$ cat src/rtl/core/pgs_rle_pkg.sv
// Shared types and constants of the run-length decoder.
package pgs_rle_pkg;

   localparam int COORD_BITS     = 12;
   localparam int BYTE_BITS      = 8;
   localparam int RUN_COUNT_BITS = 14;
   localparam int SUM_BITS       =
      ((COORD_BITS > RUN_COUNT_BITS) ? COORD_BITS : RUN_COUNT_BITS) + 1;

   // Two-entry queues between and after the stages.
   localparam int QUEUE_DEPTH    = 2;
   localparam int QUEUE_PTR_BITS = 1;
   localparam int QUEUE_CNT_BITS = 2;

   localparam logic [BYTE_BITS-1:0] TRANSPARENT_INDEX = 8'hFF;

   // Configuration register indexes.
   localparam int CSR_INDEX_BITS = 1;
   localparam logic [CSR_INDEX_BITS-1:0] CSR_WINDOW_WIDTH  = 1'b0;
   localparam logic [CSR_INDEX_BITS-1:0] CSR_WINDOW_HEIGHT = 1'b1;

   localparam logic [COORD_BITS-1:0] WINDOW_WIDTH_RESET  = 12'd1920;
   localparam logic [COORD_BITS-1:0] WINDOW_HEIGHT_RESET = 12'd1080;

   typedef struct packed {
      logic [BYTE_BITS-1:0] data_byte;
      logic                 object_start;
   } req_type;

   typedef struct packed {
      logic [COORD_BITS-1:0] run_x;
      logic [COORD_BITS-1:0] run_y;
      logic [COORD_BITS-1:0] run_length;
      logic [BYTE_BITS-1:0]  color_index;
   } rsp_type;

   // One parsed byte: clear flag, lead-byte height check, finished code.
   typedef struct packed {
      logic                      object_start;
      logic                      lead_check;
      logic                      code_done;
      logic [RUN_COUNT_BITS-1:0] count;
      logic [BYTE_BITS-1:0]      color_index;
   } cmd_type;

endpackage

$ cat src/rtl/core/pgs_rle_parser.sv
// Front stage: parses coded bytes into run commands.
module pgs_rle_parser (
   input  logic                 clock,
   input  logic                 reset,
   input  logic                 req_push,
   input  pgs_rle_pkg::req_type req_data,
   input  logic                 cmd_full,
   output logic                 cmd_push,
   output pgs_rle_pkg::cmd_type cmd_data
);

   localparam logic [1:0] PH_LEAD      = 2'd0;
   localparam logic [1:0] PH_SWITCH    = 2'd1;
   localparam logic [1:0] PH_COUNT_LOW = 2'd2;
   localparam logic [1:0] PH_COLOR     = 2'd3;

   logic [1:0]                             phase_ff, phase_in, phase_cur;
   logic                                   explicit_ff, explicit_in, explicit_cur;
   logic [pgs_rle_pkg::RUN_COUNT_BITS-1:0] count_ff, count_in, count_cur;
   logic [pgs_rle_pkg::BYTE_BITS-1:0]      b;
   logic                                   accept;

   assign accept   = req_push && !cmd_full;
   assign cmd_push = accept;
   assign b        = req_data.data_byte;

   // Start of object clears the parser before this byte
   assign phase_cur    = req_data.object_start ? PH_LEAD : phase_ff;
   assign explicit_cur = req_data.object_start ? 1'b0 : explicit_ff;
   assign count_cur    = req_data.object_start ? '0 : count_ff;

   // Classify the byte and advance the parse phase
   always_comb begin
      phase_in              = phase_cur;
      explicit_in           = explicit_cur;
      count_in              = count_cur;
      cmd_data.object_start = req_data.object_start;
      cmd_data.lead_check   = 1'b0;
      cmd_data.code_done    = 1'b0;
      cmd_data.count        = '0;
      cmd_data.color_index  = '0;
      unique case (phase_cur)
         PH_LEAD: begin
            cmd_data.lead_check = 1'b1;
            if (b != '0) begin
               cmd_data.code_done   = 1'b1;
               cmd_data.count       = pgs_rle_pkg::RUN_COUNT_BITS'(1);
               cmd_data.color_index = b;
            end else begin
               phase_in = PH_SWITCH;
            end
         end
         PH_SWITCH: begin
            explicit_in = b[7];
            count_in    = pgs_rle_pkg::RUN_COUNT_BITS'(b[5:0]);
            if (b[6]) begin
               phase_in = PH_COUNT_LOW;
            end else if (b[7]) begin
               phase_in = PH_COLOR;
            end else begin
               phase_in           = PH_LEAD;
               cmd_data.code_done = 1'b1;
               cmd_data.count     = pgs_rle_pkg::RUN_COUNT_BITS'(b[5:0]);
            end
         end
         PH_COUNT_LOW: begin
            count_in = {count_cur[5:0], b};
            if (explicit_cur) begin
               phase_in = PH_COLOR;
            end else begin
               phase_in           = PH_LEAD;
               cmd_data.code_done = 1'b1;
               cmd_data.count     = {count_cur[5:0], b};
            end
         end
         PH_COLOR: begin
            phase_in             = PH_LEAD;
            cmd_data.code_done   = 1'b1;
            cmd_data.count       = count_cur;
            cmd_data.color_index = b;
         end
         default: begin
            phase_in = PH_LEAD;
         end
      endcase
   end

   // Hold parser state between accepted bytes
   always_ff @(posedge clock) begin
      if (reset) begin
         phase_ff    <= PH_LEAD;
         explicit_ff <= 1'b0;
         count_ff    <= '0;
      end else if (accept) begin
         phase_ff    <= phase_in;
         explicit_ff <= explicit_in;
         count_ff    <= count_in;
      end
   end

endmodule

$ cat src/rtl/core/pgs_rle_cmd_queue.sv
// Two-entry command queue between parser and placer.
module pgs_rle_cmd_queue (
   input  logic                 clock,
   input  logic                 reset,
   input  logic                 push,
   input  pgs_rle_pkg::cmd_type push_data,
   output logic                 full,
   input  logic                 pop,
   output pgs_rle_pkg::cmd_type pop_data,
   output logic                 empty
);

   pgs_rle_pkg::cmd_type                   entry_ff [pgs_rle_pkg::QUEUE_DEPTH];
   logic [pgs_rle_pkg::QUEUE_PTR_BITS-1:0] wr_ptr_ff, rd_ptr_ff;
   logic [pgs_rle_pkg::QUEUE_CNT_BITS-1:0] count_ff, count_in;
   logic                                   do_push, do_pop;

   assign full     = (count_ff == pgs_rle_pkg::QUEUE_CNT_BITS'(pgs_rle_pkg::QUEUE_DEPTH));
   assign empty    = (count_ff == '0);
   assign do_push  = push && !full;
   assign do_pop   = pop && !empty;
   assign pop_data = entry_ff[rd_ptr_ff];

   // Track the fill level
   always_comb begin
      unique case ({do_push, do_pop})
         2'b10:   count_in = count_ff + 1'b1;
         2'b01:   count_in = count_ff - 1'b1;
         default: count_in = count_ff;
      endcase
   end

   // Advance pointers
   always_ff @(posedge clock) begin
      if (reset) begin
         wr_ptr_ff <= '0;
         rd_ptr_ff <= '0;
         count_ff  <= '0;
      end else begin
         if (do_push) wr_ptr_ff <= wr_ptr_ff + 1'b1;
         if (do_pop)  rd_ptr_ff <= rd_ptr_ff + 1'b1;
         count_ff <= count_in;
      end
   end

   // Store commands
   always_ff @(posedge clock) begin
      if (do_push) begin
         entry_ff[wr_ptr_ff] <= push_data;
      end
   end

endmodule

$ cat src/rtl/core/pgs_rle_placer.sv
// Back stage: places runs in the window and queues visible results.
module pgs_rle_placer (
   input  logic                                clock,
   input  logic                                reset,
   input  logic [pgs_rle_pkg::COORD_BITS-1:0]  window_width,
   input  logic [pgs_rle_pkg::COORD_BITS-1:0]  window_height,
   input  logic                                cmd_empty,
   input  pgs_rle_pkg::cmd_type                cmd_data,
   output logic                                cmd_pop,
   output logic                                rsp_empty,
   input  logic                                rsp_pop,
   output pgs_rle_pkg::rsp_type                rsp_data
);

   localparam int CW = pgs_rle_pkg::COORD_BITS;
   localparam int SW = pgs_rle_pkg::SUM_BITS;

   logic [CW-1:0] column_ff, column_in, column_cur;
   logic [CW-1:0] row_ff, row_in, row_cur, row_next;
   logic          full_ff, full_in, full_cur;
   logic          proceed, emit;

   logic [SW-1:0] run_end;
   logic          over, clip, next_line;
   logic [CW-1:0] run_len, room;

   pgs_rle_pkg::rsp_type                   out_ff [pgs_rle_pkg::QUEUE_DEPTH];
   pgs_rle_pkg::rsp_type                   out_item;
   logic [pgs_rle_pkg::QUEUE_PTR_BITS-1:0] out_wr_ptr_ff, out_rd_ptr_ff;
   logic [pgs_rle_pkg::QUEUE_CNT_BITS-1:0] out_count_ff, out_count_in;
   logic                                   out_full, out_push, out_pop;

   assign out_full  = (out_count_ff == pgs_rle_pkg::QUEUE_CNT_BITS'(pgs_rle_pkg::QUEUE_DEPTH));
   assign rsp_empty = (out_count_ff == '0);
   assign rsp_data  = out_ff[out_rd_ptr_ff];
   assign proceed   = !cmd_empty && !out_full;
   assign cmd_pop   = proceed;
   assign out_push  = proceed && emit;
   assign out_pop   = rsp_pop && !rsp_empty;

   // Start of object clears position and the full flag
   assign column_cur = cmd_data.object_start ? '0 : column_ff;
   assign row_cur    = cmd_data.object_start ? '0 : row_ff;
   assign full_cur   = cmd_data.object_start ? 1'b0 : full_ff;

   // Clip the run to the line end
   assign run_end   = SW'(column_cur) + SW'(cmd_data.count);
   assign over      = (column_cur >= window_width);
   assign clip      = (run_end > SW'(window_width));
   assign room      = window_width - column_cur;
   assign run_len   = over ? '0 : (clip ? room : cmd_data.count[CW-1:0]);
   assign next_line = (cmd_data.count == '0) || over || clip;
   assign row_next  = row_cur + 1'b1;

   // Update position for one command
   always_comb begin
      column_in = column_cur;
      row_in    = row_cur;
      full_in   = full_cur;
      emit      = 1'b0;
      priority if (full_cur) begin
         full_in = 1'b1;
      end else if (cmd_data.lead_check && (row_cur >= window_height)) begin
         full_in = 1'b1;
      end else if (cmd_data.code_done) begin
         emit = (run_len != '0) && (cmd_data.color_index != pgs_rle_pkg::TRANSPARENT_INDEX);
         if (next_line) begin
            row_in    = row_next;
            column_in = '0;
            full_in   = (row_next >= window_height);
         end else begin
            column_in = column_cur + run_len;
            full_in   = (row_cur >= window_height);
         end
      end else begin
         full_in = 1'b0;
      end
   end

   always_comb begin
      out_item.run_x       = column_cur;
      out_item.run_y       = row_cur;
      out_item.run_length  = run_len;
      out_item.color_index = cmd_data.color_index;
   end

   // Hold position state
   always_ff @(posedge clock) begin
      if (reset) begin
         column_ff <= '0;
         row_ff    <= '0;
         full_ff   <= 1'b0;
      end else if (proceed) begin
         column_ff <= column_in;
         row_ff    <= row_in;
         full_ff   <= full_in;
      end
   end

   // Track the result queue fill level
   always_comb begin
      unique case ({out_push, out_pop})
         2'b10:   out_count_in = out_count_ff + 1'b1;
         2'b01:   out_count_in = out_count_ff - 1'b1;
         default: out_count_in = out_count_ff;
      endcase
   end

   always_ff @(posedge clock) begin
      if (reset) begin
         out_wr_ptr_ff <= '0;
         out_rd_ptr_ff <= '0;
         out_count_ff  <= '0;
      end else begin
         if (out_push) out_wr_ptr_ff <= out_wr_ptr_ff + 1'b1;
         if (out_pop)  out_rd_ptr_ff <= out_rd_ptr_ff + 1'b1;
         out_count_ff <= out_count_in;
      end
   end

   // Store results
   always_ff @(posedge clock) begin
      if (out_push) begin
         out_ff[out_wr_ptr_ff] <= out_item;
      end
   end

endmodule

$ cat src/rtl/core/pgs_rle_run_decoder.sv
// Top level of the subtitle run-length decoder.
// Usage:
//   Request side: drive req_data (data_byte, object_start) and raise req_push;
//   a byte is taken at a rising edge with req_push high and req_full low.
//   Set object_start on the first byte of each object to clear the position.
//   Result side: while rsp_empty is low, rsp_data holds the oldest visible run
//   (x, y, length, palette index); raise rsp_pop to take it.
//   Configuration: csr_wr_en with csr_index 0 writes window_width, 1 writes
//   window_height; write only while no request is outstanding.
// Timing: one byte per cycle sustained while req_full stays low. A run shows
//   on rsp_data after its last byte is taken: the command queue registers
//   the parsed byte and the placer then writes the result queue. The rate is
//   set by the placer: it clips and places one command a cycle unless stalled.
// Stalls: when rsp_pop stays low the two-entry result queue fills, the placer
//   stops, the two-entry command queue fills and req_full rises.
// Reset: synchronous, active high; both queues empty, position at 0,0,
//   window 1920 by 1080.
module pgs_rle_run_decoder (
   input  logic                                    clock,
   input  logic                                    reset,
   input  logic                                    req_push,
   input  pgs_rle_pkg::req_type                    req_data,
   output logic                                    req_full,
   output logic                                    rsp_empty,
   input  logic                                    rsp_pop,
   output pgs_rle_pkg::rsp_type                    rsp_data,
   input  logic                                    csr_wr_en,
   input  logic [pgs_rle_pkg::CSR_INDEX_BITS-1:0]  csr_index,
   input  logic [pgs_rle_pkg::COORD_BITS-1:0]      csr_wr_data
);

   logic [pgs_rle_pkg::COORD_BITS-1:0] width_ff, height_ff;
   logic                               cmd_push, cmd_full, cmd_pop, cmd_empty;
   pgs_rle_pkg::cmd_type               cmd_in, cmd_out;

   // Configuration registers
   always_ff @(posedge clock) begin
      if (reset) begin
         width_ff  <= pgs_rle_pkg::WINDOW_WIDTH_RESET;
         height_ff <= pgs_rle_pkg::WINDOW_HEIGHT_RESET;
      end else if (csr_wr_en) begin
         unique case (csr_index)
            pgs_rle_pkg::CSR_WINDOW_WIDTH:  width_ff  <= csr_wr_data;
            pgs_rle_pkg::CSR_WINDOW_HEIGHT: height_ff <= csr_wr_data;
            default: ;
         endcase
      end
   end

   assign req_full = cmd_full;

   pgs_rle_parser u_parser (
      .clock    (clock),
      .reset    (reset),
      .req_push (req_push),
      .req_data (req_data),
      .cmd_full (cmd_full),
      .cmd_push (cmd_push),
      .cmd_data (cmd_in)
   );

   pgs_rle_cmd_queue u_cmd_queue (
      .clock     (clock),
      .reset     (reset),
      .push      (cmd_push),
      .push_data (cmd_in),
      .full      (cmd_full),
      .pop       (cmd_pop),
      .pop_data  (cmd_out),
      .empty     (cmd_empty)
   );

   pgs_rle_placer u_placer (
      .clock         (clock),
      .reset         (reset),
      .window_width  (width_ff),
      .window_height (height_ff),
      .cmd_empty     (cmd_empty),
      .cmd_data      (cmd_out),
      .cmd_pop       (cmd_pop),
      .rsp_empty     (rsp_empty),
      .rsp_pop       (rsp_pop),
      .rsp_data      (rsp_data)
   );

endmodule

$ cat config.mk
export PLATFORM = sky130hd
export DESIGN_NAME = pgs_rle_run_decoder
export DESIGN_NICKNAME = d
export VERILOG_FILES = /design/src/rtl/core/pgs_rle_pkg.sv /design/src/rtl/core/pgs_rle_parser.sv /design/src/rtl/core/pgs_rle_cmd_queue.sv /design/src/rtl/core/pgs_rle_placer.sv /design/src/rtl/core/pgs_rle_run_decoder.sv
export SDC_FILE = /design/constraint.sdc
export NUM_CORES = 1
export LEC_CHECK = 0
export BUFFER_PORTS_ARGS = -buffer_cell sky130_fd_sc_hd__buf_4
export CAP_MARGIN = 0
export CORE_MARGIN = 8
export CORE_UTILIZATION = 66
export DETAILED_ROUTE_END_ITERATION = 8
export PLACE_DENSITY = 0.95
export SLEW_MARGIN = 20
export SYNTH_ARGS = -nofsm -noshare
export SYNTH_HDL_FRONTEND = slang
export SYNTH_SLANG_ARGS = --single-unit
$ cat constraint.sdc
create_clock -name clock -period 24.5 [get_ports clock]
set_clock_uncertainty 0.05 [all_clocks]
set_input_delay 3.675 -clock clock [delete_from_list [all_inputs] [get_ports clock]]
set_output_delay 3.675 -clock clock [all_outputs]
set_load 0.01 [all_outputs]
==> metrics.md <==
| Metric | Value |
|---|---|
| Number of hold-slack violations in the final timing report | `0` |
| Warning count from the yosys run | `0` |
| Core Region | `about 0.017 mm²` |
| Power density cells | `around 100 mW/mm²` |
| Required time worst endpoint | `24.84 ns` |
| Main synth FF type | `sky130_fd_sc_hd__edfxtp_1` |
| Total wire length after detailed routing | `approximately 28000 µm` |
| Arrival time reported for the critical path endpoint | `around 8.8 ns` |
| Max Cap Violations | `0` |
| Total via count in the routed design | `8757` |
| Via count of the first global-routing pass | `8484` |
| Final count of negative-setup-slack endpoints | `0` |
| Routability congestion estimate | `roughly 1` |
| Routed wire length per instance | `19.7 µm` |
| Count of nets left with antenna violations after detail routing | `0` |
| Area after DPL | `~0.012 mm²` |
| Max Root-Sink Buffers | `3` |
| Remaining DRCs | `0` |
| Post-CTS clock slew at the launch and capture registers of the worst setup and hold paths | `0.06 ns` |
| GR Util All Layers | `0.247` |
| Antenna violations before repair | `0` |
| Top cells by count, synth | `sky130_fd_sc_hd__edfxtp_1 (138), sky130_fd_sc_hd__nor2_1 (115), sky130_fd_sc_hd__nand2_1 (93)` |
| Min-Delay Path Class | `register to register` |
| Fin Hold WS | `about 0.4 ns` |
| Leading cell type by number of instances after synthesis | `sky130_fd_sc_hd__edfxtp_1` |
| R2r setup slk | `roughly 16 ns` |
| Total gr overflow | `0` |
| Total number of clock tree sinks | `214` |
| Cell taking the most area after synthesis | `sky130_fd_sc_hd__edfxtp_1` |
| Type of destination of the critical path | `register` |
| Mapped cell area | `between 0.01 and 0.015 mm²` |
| Finished Cell Area | `approximately 0.013 mm²` |
| Hold buffer count at CTS | `0` |
| Largest cells by area after synthesis | `sky130_fd_sc_hd__edfxtp_1 (36%), sky130_fd_sc_hd__dfxtp_1 (13%), sky130_fd_sc_hd__ha_1 (8.2%)` |
| Mean cell area of the mapped netlist | `10.5 µm²` |
| Clock period minus final worst setup slack | `8.41 ns` |
| Worst-case headroom to the max-slew limit | `0.321` |
| Syn nets | `roughly 1200` |
| Top-area cell type share of the netlist area | `0.358` |
| Actual transition at the worst max-transition pin | `1.02 ns` |
| Later-pin clock latency in the skew report | `approximately 0.5 ns` |
| # port buffers | `between 70 and 80` |
| Number of flip-flops and latches in the synthesized netlist | `about 210` |
| Largest fanout on the critical path | `between 40 and 50` |
| Gates resized, CTS repair | `0` |
| Share of final-layout standard cells stronger than drive strength 1 | `0.162` |
| Area growth, synth to finish | `13.1%` |
| Number of enable flip-flop cells after synthesis | `approximately 140` |
| Endpoint with the worst hold slack | `u_placer.row_ff[4]$_SDFFE_PP0P_` |
| First drt pass iteration count | `6` |
| Cts bufs inserted | `22` |
| Leakage component of the power | `5.16 nW` |
| Portion of the clock cycle consumed by the worst path in the final layout | `0.343` |
| Post-CTS Setup Inserts | `0` |
| Die Wd | `roughly 150 µm` |
| I/O pin cnt | `73` |
| Fmax | `between 0.1 and 0.15 GHz` |
| Clock root buffer master | `sky130_fd_sc_hd__clkbuf_16` |
| Slowest Stage Delay on Critical Path | `around 0.56 ns` |
| Number of cells traversed by the worst hold path | `2` |
| DR vias/cell | `6.22` |
| Synthesized netlist cell count | `~1100` |
| Wire length of the first global-routing pass | `43900 µm` |
| Count of different cell masters after synthesis | `a little under 70` |
| Worst min-delay path startpoint | `u_placer.row_ff[4]$_SDFFE_PP0P_` |
| Depth of the most critical reg-to-reg path | `35` |
| Final HPWL DP | `between 20000 and 25000 µm` |
| Outcome | `complete, no violations` |
| Setup repair after global routing missed its margin | `no` |
| Number of diodes | `0` |
| DRC marker count from the first detailed-route iteration | `842` |
| Final count of pins violating max slew | `0` |
| Worst R2R End | `u_placer.column_ff[11]$_SDFFE_PP0P_` |
| Total Negative Setup Slacks | `0 ns` |
| Share of flip-flops with an asynchronous set or reset after synthesis | `0` |
| H-tree level count | `1` |
| Maximum number of pins on one net before global-route repair | `80` |
| Total number of placement rows | `48` |
| Peak supply drop | `~0.000064 V` |
| NumNets Final | `1273` |
| Die Outline Area | `~0.022 mm²` |
| Share of synthesized area occupied by flip-flops and latches | `0.490` |
| Cell with the biggest individual delay on the critical path | `sky130_fd_sc_hd__o311ai_0` |
| Starting density of the core | `0.671` |
| TritonCTS clock tree | `yes` |
| Crit start category | `register` |
| Die Y | `~150 µm` |
| Count of fill cells added during filler insertion | `around 1100` |
| Critical setup path kind | `register to register` |
| Most prevalent standard cell on the critical path | `sky130_fd_sc_hd__a21oi_1` |
[routing by layer]
metal | global-route usage | vias up | share of wire | wire, µm
li1 | - | 4138 | - | -
met1 | 0.316 | 4132 | 0.41 | 11300
met2 | 0.418 | 418 | 0.48 | 13300
met3 | 0.0413 | 69 | 0.083 | 2310
met4 | 0.0811 | 0 | 0.031 | 859
met5 | 0 | - | 0 | 0
[area by class of cell]
type | count | area (µm²) | area share
inverters | 75 | 282 | 0.0215
well taps | 225 | 282 | 0.0215
multi-input cells | 773 | 5470 | 0.418
clock buffers | 25 | 583 | 0.0446
repair buffers | 81 | 608 | 0.0465
clock inverters | 15 | 188 | 0.0143
flip-flops and latches | 214 | 5670 | 0.433
[critical path, delay by kind of cell (launching register included)]
| family | cells | cell delay (ns) |
|---|---|---|
| buffers and inverters | 3 | 0.94 |
| and+or+nand+nor | 6 | 1.01 |
| AOI/OAI and AO/OA | 19 | 4.39 |
| xor gates and xnor gates | 2 | 0.27 |
| DFF | 1 | 0.31 |
| adders and majority gates | 3 | 0.87 |
| muxes | 2 | 0.45 |
[stage by stage]
step / utilization / power, mW / std cells / setup slack (ns)
after floorplan: - / 0.814 / 1103 / 16.43
after global placement: 0.714 / 0.955 / 1368 / 16.58
after detailed placement: 0.714 / 0.976 / 1368 / 16.21
after CTS: 0.759 / 1.33 / 1408 / 16.21
after global routing: 0.759 / 1.39 / 1408 / 15.50
final: 0.759 / 1.33 / 1408 / 16.09
[cell usage in the layout (no fill, tap or decap), types with 5 or more instances in the layout]
cell type / netlist / final
sky130_fd_sc_hd__o21a_1: 9 / 9
sky130_fd_sc_hd__nor4_1: 6 / 6
sky130_fd_sc_hd__xor2_1: 18 / 18
sky130_fd_sc_hd__and2_1: 14 / 14
sky130_fd_sc_hd__nand2_1: 93 / 93
sky130_fd_sc_hd__o211ai_1: 5 / 5
sky130_fd_sc_hd__a21oi_1: 66 / 66
sky130_fd_sc_hd__a211o_1: 7 / 7
sky130_fd_sc_hd__nor2b_1: 12 / 12
sky130_fd_sc_hd__nand3_1: 17 / 17
sky130_fd_sc_hd__inv_1: 75 / 75
sky130_fd_sc_hd__a22oi_1: 34 / 34
sky130_fd_sc_hd__ha_1: 76 / 76
sky130_fd_sc_hd__mux2_2: 65 / 65
sky130_fd_sc_hd__nand3b_1: 5 / 5
sky130_fd_sc_hd__nand4_1: 11 / 11
sky130_fd_sc_hd__dfxtp_1: 76 / 75
sky130_fd_sc_hd__or3_1: 7 / 7
sky130_fd_sc_hd__clkbuf_16: 0 / 23
sky130_fd_sc_hd__edfxtp_1: 138 / 138
sky130_fd_sc_hd__nor2_1: 115 / 112
sky130_fd_sc_hd__mux2i_1: 13 / 13
sky130_fd_sc_hd__nor3_1: 19 / 19
sky130_fd_sc_hd__buf_4: 0 / 81
sky130_fd_sc_hd__a31oi_1: 7 / 7
sky130_fd_sc_hd__and3_1: 7 / 6
sky130_fd_sc_hd__nand2b_1: 11 / 11
sky130_fd_sc_hd__xnor2_1: 32 / 32
sky130_fd_sc_hd__o21bai_1: 10 / 10
sky130_fd_sc_hd__a211oi_1: 13 / 13
sky130_fd_sc_hd__o21ai_0: 26 / 26
sky130_fd_sc_hd__o31ai_1: 6 / 6
sky130_fd_sc_hd__a21o_1: 12 / 12
[how the worst max path moves through the flow]
stage / slack (ns) / endpoint / cells past startpoint
after floorplan: 16.43 / u_placer.column_ff[11]$_SDFFE_PP0P_ / 38
after global placement: 16.58 / u_placer.column_ff[11]$_SDFFE_PP0P_ / 35
after detailed placement: 16.21 / u_placer.column_ff[11]$_SDFFE_PP0P_ / 35
after CTS: 16.21 / u_placer.column_ff[11]$_SDFFE_PP0P_ / 35
after global routing: 15.50 / u_placer.column_ff[11]$_SDFFE_PP0P_ / 35
final: 16.09 / u_placer.column_ff[11]$_SDFFE_PP0P_ / 35
[sequential cells by signal (all words and copies together) (netlist names), named ones only]
name	flops
u_placer.out_wr_ptr_ff	1
u_placer.row_ff	12
u_cmd_queue.rd_ptr_ff	1
u_parser.explicit_ff	1
u_cmd_queue.count_ff	2
u_placer.column_ff	12
u_placer.out_ff	88
u_placer.out_rd_ptr_ff	1
u_placer.out_count_ff	2
u_parser.count_ff	14
u_placer.full_ff	1
height_ff	12
width_ff	12
u_cmd_queue.wr_ptr_ff	1
u_cmd_queue.entry_ff	50
u_parser.phase_ff	2
[cell families (layout without fill, tap and decap cells)]
family,Yosys count,after routing,share of synthesized area
AND/OR/NAND/NOR,337,337,0.137
AO/OA/AOI/OAI,228,228,0.133
flip-flops,214,214,0.490
buffers and inverters,116,196,0.0390
adder cells (fa/ha/maj),79,79,0.0874
multiplexers,79,79,0.0758
XOR/XNOR,50,50,0.0379
[where the power goes]
group          switching (mW)  internal [mW]
Combinational           0.273          0.202
Clock                   0.136          0.214
Sequential             0.0349          0.466
Power figures use the tool's default switching activity.
